**config.mk**
```make
export PLATFORM = sky130hd
export DESIGN_NAME = heightmap_vertex_selector_top_flat
export DESIGN_NICKNAME = d
export VERILOG_FILES = /design/src/rtl/hvs_pkg.sv /design/src/rtl/hvs_if.sv /design/src/rtl/hvs_cell.sv /design/src/rtl/hvs_decide.sv /design/src/rtl/heightmap_vertex_selector_top.sv /design/src/flat_wrapper.sv
export SDC_FILE = /design/constraint.sdc
export NUM_CORES = 2
export LEC_CHECK = 0
export ABC_AREA = 0
export BUFFER_PORTS_ARGS = -buffer_cell sky130_fd_sc_hd__buf_2
export CORE_ASPECT_RATIO = 1.25
export CORE_MARGIN = 1
export CORE_UTILIZATION = 68
export DETAILED_ROUTE_END_ITERATION = 8
export PLACE_DENSITY = 0.87
export REMOVE_ABC_BUFFERS = 1
export SLEW_MARGIN = 0
export SYNTH_ARGS = -nofsm -noshare
export SYNTH_HDL_FRONTEND = slang
export SYNTH_SLANG_ARGS = --single-unit
```
**constraint.sdc**
```tcl
create_clock -name clk -period 24.2 [get_ports clk]
set_input_delay 4.84 -clock clk [delete_from_list [all_inputs] [get_ports clk]]
set_output_delay 4.84 -clock clk [all_outputs]
set_load 0.01 [all_outputs]
```
**src/rtl/hvs_pkg.sv**
```systemverilog
// shared widths, codes and types of the heightmap vertex selector
`default_nettype none

package hvs_pkg;

  // default number of cells in the row chain
  localparam int DEF_MAX_WIDTH = 32;

  // payload and register widths
  localparam int SAMPLE_W     = 8;
  localparam int GRID_WIDTH_W = 6;
  localparam int ROW_W        = 12;
  localparam int ORIGIN_W     = 15;
  localparam int YBASE_W      = 18;
  localparam int EDGE_THR_W   = 9;
  localparam int INNER_THR_W  = 10;
  localparam int CFG_IDX_W    = 3;
  localparam int CFG_DATA_W   = 18;
  localparam int VX_W         = 16;
  localparam int VY_W         = 19;
  localparam int VZ_W         = 16;
  localparam int COLUMN_W     = 5;

  // register reset values
  localparam logic [GRID_WIDTH_W-1:0] RST_GRID_WIDTH  = GRID_WIDTH_W'(32);
  localparam logic [ROW_W-1:0]        RST_GRID_HEIGHT = ROW_W'(32);
  localparam logic [YBASE_W-1:0]      RST_Y_BASE      = YBASE_W'(4);
  localparam logic [INNER_THR_W-1:0]  RST_INNER_THR   = INNER_THR_W'(2);

  typedef enum logic [CFG_IDX_W-1:0] {
    CFG_GRID_WIDTH  = 3'd0,
    CFG_GRID_HEIGHT = 3'd1,
    CFG_X_ORIGIN    = 3'd2,
    CFG_Z_ORIGIN    = 3'd3,
    CFG_Y_BASE      = 3'd4,
    CFG_EDGE_THR    = 3'd5,
    CFG_INNER_THR   = 3'd6
  } hvs_cfg_idx_t;

  // which keep test applies to a grid point
  typedef enum logic [1:0] {
    MODE_CORNER = 2'd0,
    MODE_VEDGE  = 2'd1,
    MODE_HEDGE  = 2'd2,
    MODE_INNER  = 2'd3
  } hvs_mode_t;

  // control handed to every cell of the row chain
  typedef struct packed {
    logic                shift;
    logic                rotate;
    logic [SAMPLE_W-1:0] sample;
    logic [SAMPLE_W-1:0] head;
  } hvs_chain_ctl_t;

  // one grid point waiting for its keep decision
  typedef struct packed {
    hvs_mode_t           mode;
    logic [SAMPLE_W-1:0] ct;
    logic [SAMPLE_W-1:0] lf;
    logic [SAMPLE_W-1:0] rt;
    logic [SAMPLE_W-1:0] up;
    logic [SAMPLE_W-1:0] dn;
    logic                last;
  } hvs_cand_t;

endpackage

`default_nettype wire

```
**src/rtl/hvs_if.sv**
```systemverilog
// valid/ready channel interfaces for samples and kept vertices
`default_nettype none

interface hvs_in_if import hvs_pkg::*; ();
  logic                valid;
  logic                ready;
  logic [SAMPLE_W-1:0] height_sample;

  modport source (output valid, output height_sample, input ready);
  modport sink   (input valid, input height_sample, output ready);
endinterface

interface hvs_out_if import hvs_pkg::*; ();
  logic                       valid;
  logic                       ready;
  logic signed [VX_W-1:0]     vertex_x;
  logic signed [VY_W-1:0]     vertex_y_quarters;
  logic signed [VZ_W-1:0]     vertex_z;
  logic        [COLUMN_W-1:0] column;
  logic        [ROW_W-1:0]    row;
  logic                       last_of_run;

  modport source (output valid, output vertex_x, output vertex_y_quarters, output vertex_z,
                  output column, output row, output last_of_run, input ready);
  modport sink   (input valid, input vertex_x, input vertex_y_quarters, input vertex_z,
                  input column, input row, input last_of_run, output ready);
endinterface

`default_nettype wire

```
**src/rtl/hvs_cell.sv**
```systemverilog
// one cell of the row chain: a prior-row and an older-row sample
`default_nettype none

module hvs_cell import hvs_pkg::*; (
  input  logic                clk,
  input  hvs_chain_ctl_t      ctl,
  input  logic                insert,
  input  logic [SAMPLE_W-1:0] prior_right,
  input  logic [SAMPLE_W-1:0] older_right,
  output logic [SAMPLE_W-1:0] prior_q,
  output logic [SAMPLE_W-1:0] older_q
);

  logic [SAMPLE_W-1:0] prior_r, prior_nxt;
  logic [SAMPLE_W-1:0] older_r, older_nxt;

  always_comb begin
    prior_nxt = prior_r;
    older_nxt = older_r;
    if (ctl.shift) begin
      // the insert cell takes the new sample, the leaving head drops into the older row
      prior_nxt = insert ? ctl.sample : prior_right;
      older_nxt = insert ? ctl.head : older_right;
    end else if (ctl.rotate) begin
      prior_nxt = insert ? ctl.head : prior_right;
    end
  end

  always_ff @(posedge clk) begin
    prior_r <= prior_nxt;
    older_r <= older_nxt;
  end

  assign prior_q = prior_r;
  assign older_q = older_r;

endmodule

`default_nettype wire

```
**src/rtl/hvs_decide.sv**
```systemverilog
// keep test for one grid point: corner, border difference or curvature
`default_nettype none

module hvs_decide import hvs_pkg::*; (
  input  hvs_cand_t              cand,
  input  logic [EDGE_THR_W-1:0]  edge_thr,
  input  logic [INNER_THR_W-1:0] inner_thr,
  output logic                   keep
);

  localparam int SUM_W = 11;

  function automatic logic [SUM_W-1:0] mag(input logic signed [SUM_W-1:0] v);
    logic signed [SUM_W-1:0] n;
    n = -v;
    mag = v[SUM_W-1] ? n : v;
  endfunction

  logic signed [SUM_W-1:0] ct_s, lf_s, rt_s, up_s, dn_s;
  logic [SUM_W-1:0] sum_v, sum_h, sum_i;

  assign ct_s = $signed({3'b000, cand.ct});
  assign lf_s = $signed({3'b000, cand.lf});
  assign rt_s = $signed({3'b000, cand.rt});
  assign up_s = $signed({3'b000, cand.up});
  assign dn_s = $signed({3'b000, cand.dn});

  assign sum_v = mag(up_s - ct_s) + mag(dn_s - ct_s);
  assign sum_h = mag(lf_s - ct_s) + mag(rt_s - ct_s);
  assign sum_i = mag(up_s + dn_s - (ct_s <<< 1)) + mag(lf_s + rt_s - (ct_s <<< 1));

  always_comb begin
    unique case (cand.mode)
      MODE_CORNER: keep = 1'b1;
      MODE_VEDGE:  keep = sum_v > SUM_W'(edge_thr);
      MODE_HEDGE:  keep = sum_h > SUM_W'(edge_thr);
      MODE_INNER:  keep = sum_i > SUM_W'(inner_thr);
    endcase
  end

endmodule

`default_nettype wire

```
**src/rtl/heightmap_vertex_selector_top.sv**
```systemverilog
// top level of the heightmap vertex selector
`default_nettype none

// Heightmap bytes come in raster order on in_ch, one per transfer, and the grid
// points kept as mesh vertices leave in raster order on out_ch. A point of row r is
// decided when the sample in its column of row r+1 arrives; the decision is made in
// a candidate register in the cycle after the transfer, and a kept vertex is then
// presented from the output register. Samples are taken at one per cycle while
// out_ch keeps up. The last sample of a frame starts a flush of the last row, which
// rotates the prior-row chain once through the cells, one column a cycle while out_ch
// keeps up; the input is held off during it, and that transfer may cause up to one
// more vertex than the clamped width, the last one carrying last_of_run. Write the
// registers only while the block is idle; writing grid_width or grid_height starts a
// new frame. Row storage is a chain of MAX_WIDTH cells, so MAX_WIDTH bounds grid_width.
module heightmap_vertex_selector_top import hvs_pkg::*; #(
  parameter int MAX_WIDTH = DEF_MAX_WIDTH
) (
  input  logic                  clk,
  input  logic                  rst_n,
  hvs_in_if.sink                in_ch,
  hvs_out_if.source             out_ch,
  input  logic                  cfg_we,
  input  logic [CFG_IDX_W-1:0]  cfg_index,
  input  logic [CFG_DATA_W-1:0] cfg_wdata
);

  localparam int COL_W = (MAX_WIDTH > 2) ? $clog2(MAX_WIDTH) : 1;

  // configuration registers
  logic [GRID_WIDTH_W-1:0]   grid_width_r, grid_width_nxt;
  logic [ROW_W-1:0]          grid_height_r, grid_height_nxt;
  logic [ORIGIN_W-1:0]       x_origin_r, x_origin_nxt;
  logic [ORIGIN_W-1:0]       z_origin_r, z_origin_nxt;
  logic [YBASE_W-1:0]        y_base_r, y_base_nxt;
  logic [EDGE_THR_W-1:0]     edge_thr_r, edge_thr_nxt;
  logic [INNER_THR_W-1:0]    inner_thr_r, inner_thr_nxt;

  // position and flush control
  logic [COL_W-1:0]          col_r, col_nxt;
  logic [ROW_W-1:0]          row_r, row_nxt;
  logic                      flush_r, flush_nxt;
  logic [COL_W-1:0]          fl_col_r, fl_col_nxt;
  logic [SAMPLE_W-1:0]       lf_r, lf_nxt;

  // candidate stage
  logic                      cand_valid_r, cand_valid_nxt;
  hvs_cand_t                 cand_r, cand_nxt;
  logic [COL_W-1:0]          cand_col_r, cand_col_nxt;
  logic [ROW_W-1:0]          cand_row_r, cand_row_nxt;

  // output register
  logic                      out_valid_r, out_valid_nxt;
  logic signed [VX_W-1:0]    out_x_r, out_x_nxt;
  logic signed [VY_W-1:0]    out_y_r, out_y_nxt;
  logic signed [VZ_W-1:0]    out_z_r, out_z_nxt;
  logic [COLUMN_W-1:0]       out_col_r, out_col_nxt;
  logic [ROW_W-1:0]          out_row_r, out_row_nxt;
  logic                      out_last_r, out_last_nxt;

  // row chain taps
  logic [SAMPLE_W-1:0]       prior_q [MAX_WIDTH];
  logic [SAMPLE_W-1:0]       older_q [MAX_WIDTH];
  logic [MAX_WIDTH-1:0]      insert;
  hvs_chain_ctl_t            chain_ctl;

  logic [GRID_WIDTH_W-1:0]   w_eff;
  logic [COL_W-1:0]          w_last;
  logic [ROW_W-1:0]          h_last;
  logic                      in_xfer, flush_step, cand_can_load, cand_go, out_free, out_load;
  logic                      row_end, frame_end, keep, geom_write;
  logic                      bx, by;
  logic [ROW_W-1:0]          dec_row;

  // effective geometry: width clamped between two and the chain, height at least two
  always_comb begin
    if (grid_width_r < GRID_WIDTH_W'(2)) begin
      w_eff = GRID_WIDTH_W'(2);
    end else if ({1'b0, grid_width_r} > (GRID_WIDTH_W + 1)'(MAX_WIDTH)) begin
      w_eff = GRID_WIDTH_W'(MAX_WIDTH);
    end else begin
      w_eff = grid_width_r;
    end
  end

  assign w_last = COL_W'(w_eff - GRID_WIDTH_W'(1));
  assign h_last = (grid_height_r < ROW_W'(2)) ? ROW_W'(1) : grid_height_r - ROW_W'(1);

  // handshakes
  assign out_free      = !out_valid_r || out_ch.ready;
  assign cand_go       = cand_valid_r && (!keep || out_free);
  assign cand_can_load = !cand_valid_r || cand_go;
  assign in_ch.ready   = cand_can_load && !flush_r;
  assign in_xfer       = in_ch.valid && in_ch.ready;
  assign flush_step    = flush_r && cand_can_load;
  assign out_load      = cand_valid_r && keep && out_free;

  assign row_end   = (col_r == w_last);
  assign frame_end = row_end && (row_r == h_last);
  assign geom_write = cfg_we && (cfg_index == CFG_GRID_WIDTH || cfg_index == CFG_GRID_HEIGHT);

  // the cell chain: samples enter at the cell of the last column and move toward cell zero
  assign chain_ctl.shift  = in_xfer;
  assign chain_ctl.rotate = flush_step;
  assign chain_ctl.sample = in_ch.height_sample;
  assign chain_ctl.head   = prior_q[0];

  for (genvar k = 0; k < MAX_WIDTH; k++) begin : g_cell
    assign insert[k] = (w_last == COL_W'(k));
    if (k == MAX_WIDTH - 1) begin : g_end
      hvs_cell u_cell (
        .clk         (clk),
        .ctl         (chain_ctl),
        .insert      (insert[k]),
        .prior_right ('0),
        .older_right ('0),
        .prior_q     (prior_q[k]),
        .older_q     (older_q[k])
      );
    end else begin : g_mid
      hvs_cell u_cell (
        .clk         (clk),
        .ctl         (chain_ctl),
        .insert      (insert[k]),
        .prior_right (prior_q[k+1]),
        .older_right (older_q[k+1]),
        .prior_q     (prior_q[k]),
        .older_q     (older_q[k])
      );
    end
  end

  hvs_decide u_decide (
    .cand      (cand_r),
    .edge_thr  (edge_thr_r),
    .inner_thr (inner_thr_r),
    .keep      (keep)
  );

  // configuration writes
  always_comb begin
    grid_width_nxt  = grid_width_r;
    grid_height_nxt = grid_height_r;
    x_origin_nxt    = x_origin_r;
    z_origin_nxt    = z_origin_r;
    y_base_nxt      = y_base_r;
    edge_thr_nxt    = edge_thr_r;
    inner_thr_nxt   = inner_thr_r;
    if (cfg_we) begin
      unique case (hvs_cfg_idx_t'(cfg_index))
        CFG_GRID_WIDTH:  grid_width_nxt  = cfg_wdata[GRID_WIDTH_W-1:0];
        CFG_GRID_HEIGHT: grid_height_nxt = cfg_wdata[ROW_W-1:0];
        CFG_X_ORIGIN:    x_origin_nxt    = cfg_wdata[ORIGIN_W-1:0];
        CFG_Z_ORIGIN:    z_origin_nxt    = cfg_wdata[ORIGIN_W-1:0];
        CFG_Y_BASE:      y_base_nxt      = cfg_wdata[YBASE_W-1:0];
        CFG_EDGE_THR:    edge_thr_nxt    = cfg_wdata[EDGE_THR_W-1:0];
        CFG_INNER_THR:   inner_thr_nxt   = cfg_wdata[INNER_THR_W-1:0];
        default: ;
      endcase
    end
  end

  // raster position and last-row flush
  always_comb begin
    col_nxt    = col_r;
    row_nxt    = row_r;
    flush_nxt  = flush_r;
    fl_col_nxt = fl_col_r;
    lf_nxt     = lf_r;
    if (in_xfer || flush_step) begin
      // left neighbour of the next point is the sample that leaves the chain now
      lf_nxt = prior_q[0];
    end
    if (geom_write) begin
      col_nxt = '0;
      row_nxt = '0;
    end else if (in_xfer) begin
      if (row_end) begin
        col_nxt = '0;
        row_nxt = frame_end ? '0 : row_r + ROW_W'(1);
      end else begin
        col_nxt = col_r + COL_W'(1);
      end
    end
    if (in_xfer && frame_end) begin
      flush_nxt  = 1'b1;
      fl_col_nxt = '0;
    end else if (flush_step) begin
      fl_col_nxt = fl_col_r + COL_W'(1);
      if (fl_col_r == w_last) begin
        flush_nxt = 1'b0;
      end
    end
  end

  // candidate stage: a point of the previous row, or a last-row point during flush
  assign dec_row = row_r - ROW_W'(1);
  assign bx = (col_r == '0) || row_end;
  assign by = (dec_row == '0) || (dec_row == h_last);

  always_comb begin
    cand_nxt       = cand_r;
    cand_col_nxt   = cand_col_r;
    cand_row_nxt   = cand_row_r;
    cand_valid_nxt = cand_go ? 1'b0 : cand_valid_r;
    if (in_xfer && row_r != '0) begin
      cand_valid_nxt = 1'b1;
      if (bx && by) begin
        cand_nxt.mode = MODE_CORNER;
      end else if (bx) begin
        cand_nxt.mode = MODE_VEDGE;
      end else if (by) begin
        cand_nxt.mode = MODE_HEDGE;
      end else begin
        cand_nxt.mode = MODE_INNER;
      end
      cand_nxt.ct   = prior_q[0];
      cand_nxt.lf   = lf_r;
      cand_nxt.rt   = prior_q[1];
      cand_nxt.up   = older_q[0];
      cand_nxt.dn   = in_ch.height_sample;
      // the flush that follows the final sample delivers the last vertex of that transfer
      cand_nxt.last = !frame_end;
      cand_col_nxt  = col_r;
      cand_row_nxt  = dec_row;
    end else if (flush_step) begin
      cand_valid_nxt = 1'b1;
      cand_nxt.mode  = (fl_col_r == '0 || fl_col_r == w_last) ? MODE_CORNER : MODE_HEDGE;
      cand_nxt.ct    = prior_q[0];
      cand_nxt.lf    = lf_r;
      cand_nxt.rt    = prior_q[1];
      cand_nxt.up    = '0;
      cand_nxt.dn    = '0;
      cand_nxt.last  = (fl_col_r == w_last);
      cand_col_nxt   = fl_col_r;
      cand_row_nxt   = h_last;
    end
  end

  // output register: world coordinates wrap to the field widths
  always_comb begin
    out_x_nxt     = out_x_r;
    out_y_nxt     = out_y_r;
    out_z_nxt     = out_z_r;
    out_col_nxt   = out_col_r;
    out_row_nxt   = out_row_r;
    out_last_nxt  = out_last_r;
    out_valid_nxt = out_ch.ready ? 1'b0 : out_valid_r;
    if (out_load) begin
      out_valid_nxt = 1'b1;
      out_x_nxt     = VX_W'($signed({1'b0, cand_col_r})) + VX_W'($signed(x_origin_r));
      out_y_nxt     = VY_W'($signed({1'b0, cand_r.ct})) + VY_W'($signed(y_base_r));
      out_z_nxt     = VZ_W'($signed({1'b0, cand_row_r})) + VZ_W'($signed(z_origin_r));
      out_col_nxt   = COLUMN_W'(cand_col_r);
      out_row_nxt   = cand_row_r;
      out_last_nxt  = cand_r.last;
    end
  end

  always_ff @(posedge clk) begin
    if (!rst_n) begin
      grid_width_r  <= RST_GRID_WIDTH;
      grid_height_r <= RST_GRID_HEIGHT;
      x_origin_r    <= '0;
      z_origin_r    <= '0;
      y_base_r      <= RST_Y_BASE;
      edge_thr_r    <= '0;
      inner_thr_r   <= RST_INNER_THR;
      col_r         <= '0;
      row_r         <= '0;
      flush_r       <= 1'b0;
      fl_col_r      <= '0;
      cand_valid_r  <= 1'b0;
      out_valid_r   <= 1'b0;
    end else begin
      grid_width_r  <= grid_width_nxt;
      grid_height_r <= grid_height_nxt;
      x_origin_r    <= x_origin_nxt;
      z_origin_r    <= z_origin_nxt;
      y_base_r      <= y_base_nxt;
      edge_thr_r    <= edge_thr_nxt;
      inner_thr_r   <= inner_thr_nxt;
      col_r         <= col_nxt;
      row_r         <= row_nxt;
      flush_r       <= flush_nxt;
      fl_col_r      <= fl_col_nxt;
      cand_valid_r  <= cand_valid_nxt;
      out_valid_r   <= out_valid_nxt;
    end
  end

  // payload registers
  always_ff @(posedge clk) begin
    lf_r       <= lf_nxt;
    cand_r     <= cand_nxt;
    cand_col_r <= cand_col_nxt;
    cand_row_r <= cand_row_nxt;
    out_x_r    <= out_x_nxt;
    out_y_r    <= out_y_nxt;
    out_z_r    <= out_z_nxt;
    out_col_r  <= out_col_nxt;
    out_row_r  <= out_row_nxt;
    out_last_r <= out_last_nxt;
  end

  assign out_ch.valid             = out_valid_r;
  assign out_ch.vertex_x          = out_x_r;
  assign out_ch.vertex_y_quarters = out_y_r;
  assign out_ch.vertex_z          = out_z_r;
  assign out_ch.column            = out_col_r;
  assign out_ch.row               = out_row_r;
  assign out_ch.last_of_run       = out_last_r;

endmodule

`default_nettype wire

```
**src/flat_wrapper.sv**
```systemverilog
// flat-port wrapper written by rule: the top's interface ports become plain ports
module heightmap_vertex_selector_top_flat import hvs_pkg::*;
#(
  parameter int MAX_WIDTH = DEF_MAX_WIDTH
)
  (clk, rst_n, cfg_we, cfg_index, cfg_wdata, in_ch_valid, in_ch_height_sample, in_ch_ready, out_ch_valid, out_ch_vertex_x, out_ch_vertex_y_quarters, out_ch_vertex_z, out_ch_column, out_ch_row, out_ch_last_of_run, out_ch_ready);
  hvs_in_if in_ch_i ();
  hvs_out_if out_ch_i ();
  input  logic clk;
  input  logic rst_n;
  input  logic cfg_we;
  input  logic [CFG_IDX_W-1:0] cfg_index;
  input  logic [CFG_DATA_W-1:0] cfg_wdata;
  input wire logic [$bits(in_ch_i.valid)-1:0] in_ch_valid;
  input wire logic [$bits(in_ch_i.height_sample)-1:0] in_ch_height_sample;
  output wire logic [$bits(in_ch_i.ready)-1:0] in_ch_ready;
  output wire logic [$bits(out_ch_i.valid)-1:0] out_ch_valid;
  output wire logic [$bits(out_ch_i.vertex_x)-1:0] out_ch_vertex_x;
  output wire logic [$bits(out_ch_i.vertex_y_quarters)-1:0] out_ch_vertex_y_quarters;
  output wire logic [$bits(out_ch_i.vertex_z)-1:0] out_ch_vertex_z;
  output wire logic [$bits(out_ch_i.column)-1:0] out_ch_column;
  output wire logic [$bits(out_ch_i.row)-1:0] out_ch_row;
  output wire logic [$bits(out_ch_i.last_of_run)-1:0] out_ch_last_of_run;
  input wire logic [$bits(out_ch_i.ready)-1:0] out_ch_ready;
  assign in_ch_i.valid = in_ch_valid;
  assign in_ch_i.height_sample = in_ch_height_sample;
  assign in_ch_ready = in_ch_i.ready;
  assign out_ch_valid = out_ch_i.valid;
  assign out_ch_vertex_x = out_ch_i.vertex_x;
  assign out_ch_vertex_y_quarters = out_ch_i.vertex_y_quarters;
  assign out_ch_vertex_z = out_ch_i.vertex_z;
  assign out_ch_column = out_ch_i.column;
  assign out_ch_row = out_ch_i.row;
  assign out_ch_last_of_run = out_ch_i.last_of_run;
  assign out_ch_i.ready = out_ch_ready;
  heightmap_vertex_selector_top #(.MAX_WIDTH(MAX_WIDTH)) u_core (.clk(clk), .rst_n(rst_n), .in_ch(in_ch_i), .out_ch(out_ch_i), .cfg_we(cfg_we), .cfg_index(cfg_index), .cfg_wdata(cfg_wdata));
endmodule
```
# --- Yosys cells after proc, flatten, opt, wreduce, memory -nomap -nowiden ---
# Cells that the tools add are included.
op_classes:
  addsub: 26
  bitwise_logic: 1
  muxes: 189
  n_reduce_logical: 49
  n_eq_ne: 45
  n_lt_le_gt_ge: 6
ops:
  columns: ["op", "count"]
  rows:
  - ["$mux W8", 159]
  - ["$mux W43", 2]
  - ["$eq A5 B5 Y1 const B", 16]
  - ["$mux W11", 6]
  - ["$mux W12", 4]
  - ["$eq A5 B4 Y1 const B", 8]
  - ["$sub A8 B8 Y9", 4]
  - ["$add A11 B11 Y11", 3]
  - ["$neg A9 Y11", 3]
  - ["$mux W5", 5]
  - ["$eq A12 B12 Y1", 2]
  - ["$sub A12 B1 Y12 const B", 2]
  - ["$gt A11 B9 Y1", 2]
  - ["$neg A10 Y11", 2]
  - ["$eq A5 B3 Y1 const B", 4]
  - ["$reduce_and A2 Y1", 10]
  - ["$sub A9 B9 Y10", 2]
  - ["$add A9 B18 Y19", 1]
  - ["$add A8 B8 Y9", 2]
  - ["$add A13 B15 Y16", 1]
  - ["$add A6 B15 Y16", 1]
  - ["$logic_not A5 Y1", 3]
  - ["$add A12 B1 Y12 const B", 1]
  - ["$logic_not A12 Y1", 1]
  - ["29 further kinds", 72]
word_totals:
  output_inout_bits: 71
  wordCells: 409
  in_bits: 34
  regBits: 759

# --- Longest topological paths before layout ---
logic_depth:
  ltp_word: 16
  ltp_mapped: 32

# --- By module ---
# From an unflattened synthesis, not the netlist that was laid out.
hier_totals:
  cells_unflattened: 3540
  hier_area_um2: 42060.3
modules_own_cells:
  columns: ["mod", "area_each_um2", "seq_area_each_um2", "cells_per_inst", "instances"]
  rows:
  - ["hvs_cell", 783.3, 480.5, 53, 32]
  - ["heightmap_vertex_selector_top", 11728.7, 6316.1, 1146, 1]
  - ["hvs_decide", 5267.6, 0.0, 698, 1]

# --- Worst setup path before layout ---
# OpenSTA, ideal clock, no wires.
synth_path:
  kind: "input port to flip-flop"
  from: "in out_ch_ready"
  to: "reg u_core.g_cell[10].g_mid.u_cell.prior_r[0], enable pin"
  n_path_buf: 2
  stages: 8
  t_arrival_ps: 9933
  slack_ps: 12308
  path_cell_list: "nor2b_1 -> and3b_1 -> o31ai_2 -> o21a_1 -> buf_2 -> buf_2 -> nand2_1 -> nand2_1"
synth_between:
  elab_chain_cells: 7
synth_rtl:
  columns: ["element", "line", "text"]
  rows:
  - ["start: declaration", "flat_wrapper.sv:24", "input wire logic [$bits(out_ch_i.ready)-1:0] out_ch_ready;"]
  - ["$logic_or A1 B1 Y1 *", "heightmap_vertex_selector_top.sv:89", "assign out_free = !out_valid_r || out_ch.ready;"]
  - ["$logic_or A1 B1 Y1 *", "heightmap_vertex_selector_top.sv:90", "assign cand_go = cand_valid_r && (!keep || out_free);"]
  - ["$logic_and A1 B1 Y1 *", "heightmap_vertex_selector_top.sv:90", null]
  - ["$logic_or A1 B1 Y1 *", "heightmap_vertex_selector_top.sv:91", "assign cand_can_load = !cand_valid_r || cand_go;"]
  - ["$logic_and A1 B1 Y1", "heightmap_vertex_selector_top.sv:92", "assign in_ch.ready = cand_can_load && !flush_r;"]
  - ["$logic_and A1 B1 Y1", "heightmap_vertex_selector_top.sv:93", "assign in_xfer = in_ch.valid && in_ch.ready;"]
  - ["$reduce_bool A2 Y1 (no source line) *", null, null]
  - ["end signal: assignment", "hvs_cell.sv:30", "prior_r <= prior_nxt;"]
  - ["end: declaration", "hvs_cell.sv:14", "logic [SAMPLE_W-1:0] prior_r, prior_nxt;"]
# Mark *: on every way between the ends. The rest lies on a longest branch, timed or not.
# A chain may end at the register's enable or synchronous reset.

# --- Worst setup path in the final report ---
layout_path:
  from: "reg u_core.cand_r[33] in the netlist's numbering"
  to: "out in_ch_ready"
layout_between:
  elab_chain_cells: 11
layout_rtl:
  columns: ["element", "line", "text"]
  rows:
  - ["start: declaration", "heightmap_vertex_selector_top.sv:47", "hvs_cand_t cand_r, cand_nxt;"]
  - ["start signal: assignment", "heightmap_vertex_selector_top.sv:294", "cand_r <= cand_nxt;"]
  - ["$sub A9 B9 Y10 (tied with other cells)", "hvs_decide.sv:30", "assign sum_i = mag(up_s + dn_s - (ct_s <<< 1)) + mag(lf_s + rt_s - (ct_s <<< 1));"]
  - ["$neg A10 Y11 (tied with other cells)", "hvs_decide.sv:15", "n = -v;"]
  - ["$mux W11", "hvs_decide.sv:16", "mag = v[SUM_W-1] ? n : v;"]
  - ["$add A11 B11 Y11 (on tied branches)", "hvs_decide.sv:30, hvs_decide.sv:28, hvs_decide.sv:29", null]
  - ["$gt A11 B10 Y1 (tied with other cells)", "hvs_decide.sv:37", "MODE_INNER: keep = sum_i > SUM_W'(inner_thr);"]
  - ["$pmux W1 S4 *", "hvs_decide.sv:33", "unique case (cand.mode)"]
  - ["$logic_not A1 Y1 *", "heightmap_vertex_selector_top.sv:90", null]
  - ["$logic_or A1 B1 Y1 *", "heightmap_vertex_selector_top.sv:90", null]
  - ["$logic_and A1 B1 Y1 *", "heightmap_vertex_selector_top.sv:90", null]
  - ["$logic_or A1 B1 Y1 *", "heightmap_vertex_selector_top.sv:91", null]
  - ["$logic_and A1 B1 Y1 *", "heightmap_vertex_selector_top.sv:92", null]
  - ["end: declaration", "flat_wrapper.sv:16", "output wire logic [$bits(in_ch_i.ready)-1:0] in_ch_ready;"]
# Marks and branches as above.

==> flow_metrics.py <==
metrics = {
    "run_status": {
        "outcome": "complete, no violations",
    },
    "sta": {
        "layout_min_cycle_time_ns": 12.26,
        "holdWs_ns": 0.420,
        "hold_viol": 0,
        "finalCritPeriodShare_pct": 50.7,
        "finalSetupTns_ns": 0,
        "maxSlewViolCount": 0,
        "fmax_mhz": 81.6,
        "rsz0062_at_grt": "false",
        "maxSlewHeadroom_pct": 11.5,
        "fin_skew_ns": 0.0258,
        "fin_ws_ns": 11.94,
        "tightestPinTransition_ns": 1.32,
        "setup_violations": 0,
    },
    "synth": {
        "yosys_register_bits": 759,
        "seq_area_frac_synth_pct": 56.4,
        "synth_ff_type": "edfxtp_1",
        "synthCells": 3279,
        "syn_area_um2": 38400,
        "synth_most_common_cell": "edfxtp_1",
        "yosysWarnings": 0,
        "synth_edf_count": 649,
        "synth_area_leader_cell": "edfxtp_1",
        "netlist_top_cells_count": "edfxtp_1, nor2_1, mux2_2, a31oi_1, nand2_1",
        "synth_async_sr_flop_share_pct": 0,
        "yosysTopAreaCellShare_pct": 50.7,
        "synth_area_leaders": "edfxtp_1, mux2_2, dfxtp_1, ha_1, a31oi_1",
        "synthDistinctLibCells": 78,
        "avgSynthCellArea_um2": 11.7,
    },
    "placed_design": {
        "place_hpwl_um": 59700,
        "portBuffers": 104,
        "dpl_worst_slack_ns": 12.69,
        "globalplace.congestion": 0.971,
        "placed_cells": 3949,
    },
    "clock_tree": {
        "path_clk_slew_ns": 0.06,
        "cts-resized-gates": 0,
        "cts_sinks": 759,
        "cts-root-buf": "clkbuf_16",
        "clk_path_buf_depth": 3,
        "cts_setup_buffers": 0,
        "worst_skew_pair.late_latency_ns": 0.62,
        "h-tree-depth": 3,
        "cts-buffers-inserted": 73,
        "holdBufCountCts": 0,
        "cts_tree": "done",
    },
    "drt": {
        "post_drt_wl_per_cell_um": 22.6,
        "firstDrtPassIters": 7,
        "initialDrtViolationCount": 2837,
        "via_per_inst": 6.48,
        "wl_um": 92200,
        "drc": 0,
        "num_vias": 26438,
        "ant_nets": 0,
    },
    "worst_setup_path": {
        "cp.required_ns": 19.36,
        "r2r-start": "u_core.cand_r[33]",
        "cp-end-kind": "primary output",
        "crit_type": "register to primary output",
        "rrSetupSlack_ns": 15.32,
        "cp_slowest_cell": "a311oi_1",
        "arrival_ns": 7.42,
        "reg2reg_to": "u_core.g_cell[29].g_mid.u_cell.older_q[0]",
        "critPathLaunchType": "register",
        "worstRegToRegCells": 27,
        "crit_fanout": 43,
        "path_common_cell": "a21oi_1",
        "slowest_delay_ns": 0.72,
    },
    "power": {
        "power.density_nw_per_um2": 66.6,
        "swShare_pct": 22.5,
        "p_switching_uw": 626,
        "pwr-share-clk_pct": 40.5,
        "ir_drop_v": 0.0000838,
        "p_total_uw": 2780,
        "seq_power_share_pct": 54.1,
        "p_int_uw": 2160,
        "p_leak_uw": 0.0153,
        "share_comb_of_total_power_pct": 5.5,
    },
    "floorplanning": {
        "die_height_um": 268,
        "rows": 97,
        "start_util_pct": 68.7,
        "dieArea_um2": 57500,
        "pin_count": 105,
        "core_area_um2": 55900,
        "die_x_um": 215,
    },
    "global_route": {
        "grt_pass1_wl_um": 143000,
        "grt_max_degree": 128,
        "grt-ovfl-total": 0,
        "grt_pass1_vias": 26046,
        "gr-usage-all-layers_pct": 31.9,
        "antenna_found_initial": 0,
    },
    "min_path": {
        "holdCritPathClass": "register to register",
        "min_delay_path_depth": 0,
        "min_from": "u_core.lf_r[2]",
        "holdPathEnd": "u_core.cand_r[27]",
    },
    "finish": {
        "layout.nets": 3491,
        "layout-drive-gt1-share_pct": 16.8,
        "antennaDiodeCount": 0,
        "area_growth_pct": 8.65,
        "final_cells": 4083,
    },
    "job": {
        "maxCapViolations": 0,
    },
}
## worst max-delay path, delay by kind of cell (launching register included)
kind	cells	cell delay (ns)
buffers and inverters	3	0.53
AO/OA/AOI/OAI	13	3.42
flip-flops	1	0.54
AND/OR/NAND/NOR	5	0.77
XOR/XNOR	1	0.07
adder cells (fa/ha/maj)	4	1.45
## state kept, by name (all words and copies together), names as in the netlist, 9 cells and up
register                            flops
u_core.out_ch.vertex_z                 16
u_core.grid_height_r                   12
u_core.y_base_r                        18
u_core.cand_row_r                      12
u_core.x_origin_r                      15
u_core.out_ch.row                      12
u_core.z_origin_r                      15
u_core.g_cell.g_mid.u_cell.prior_q    248
u_core.inner_thr_r                     10
u_core.edge_thr_r                       9
u_core.out_ch.vertex_y_quarters        19
u_core.cand_r                          43
u_core.g_cell.g_mid.u_cell.older_q    248
u_core.out_ch.vertex_x                 16
u_core.row_r                           12
## kinds of logic after synthesis
logic type / after synthesis / synth area share, %
flops: 759 / 56.4
xor+xnor: 175 / 4.02
fa+ha+maj: 175 / 6.16
compound gates: 649 / 11.1
other cells: 1 / 0.00975
buf+inv: 384 / 3.84
mux: 282 / 8.19
simple gates: 854 / 10.3
## layout make-up
type / count / area, um^2
Tap cell: 742 / 928
Clock inverter: 43 / 369
Clock buffer: 91 / 1980
Fill cell: 3424 / 14200
Multi-Input combinational cell: 2139 / 15400
Timing Repair Buffer: 145 / 828
Inverter: 164 / 623
Sequential cell: 759 / 21700
## layer usage
layer	GRT usage, %	wire, um	vias to the layer above
met4	15.7	4320	0
met3	4.49	5960	283
met1	38.4	34900	12864
met5	0	0	-
met2	56.4	47000	1323
li1	-	-	11968
## worst max-delay path by stage
stage / startpoint / to / depth (start not counted)
finish: u_core.cand_r[33] / in_ch_ready / 26
floorplan: out_ch_ready / in_ch_ready / 4
global route: u_core.cand_r[34] / in_ch_ready / 25
CTS: u_core.cand_r[33] / in_ch_ready / 26
global placement: out_ch_ready / in_ch_ready / 7
detailed placement: u_core.cand_r[33] / in_ch_ready / 26
## power by group through the flow
stage | clock, uW | sequential (uW) | combinational (uW)
3_3_place_gp | 0 | 1530 | 139
2_1_floorplan | 0 | 1530 | 92.1
4_1_cts | 1130 | 1500 | 150
5_1_grt | 1180 | 1510 | 163
3_5_place_dp | 0 | 1530 | 147
6_report | 1130 | 1500 | 152
## cells in the final DEF (no fill, tap or decap), types with 81 or more instances in the layout
| master | n |
|---|---|
| mux2_2 | 262 |
| a31oi_1 | 252 |
| dfxtp_1 | 110 |
| ha_1 | 151 |
| nor2_1 | 315 |
| edfxtp_1 | 649 |
| xnor2_1 | 131 |
| a21boi_0 | 81 |
| a21oi_1 | 103 |
| buf_2 | 104 |
| inv_1 | 163 |
| nand2_1 | 239 |
## per-stage QoR
| stage | utilization, % | cell area, um^2 |
|---|---|---|
| detailed placement | 70.5 | 39400 |
| global route | 74.7 | 41800 |
| floorplan | - | 37600 |
| global placement | 70.5 | 39400 |
| finish | 74.7 | 41800 |
| CTS | 74.7 | 41800 |
(Power assumes the default switching activity.)
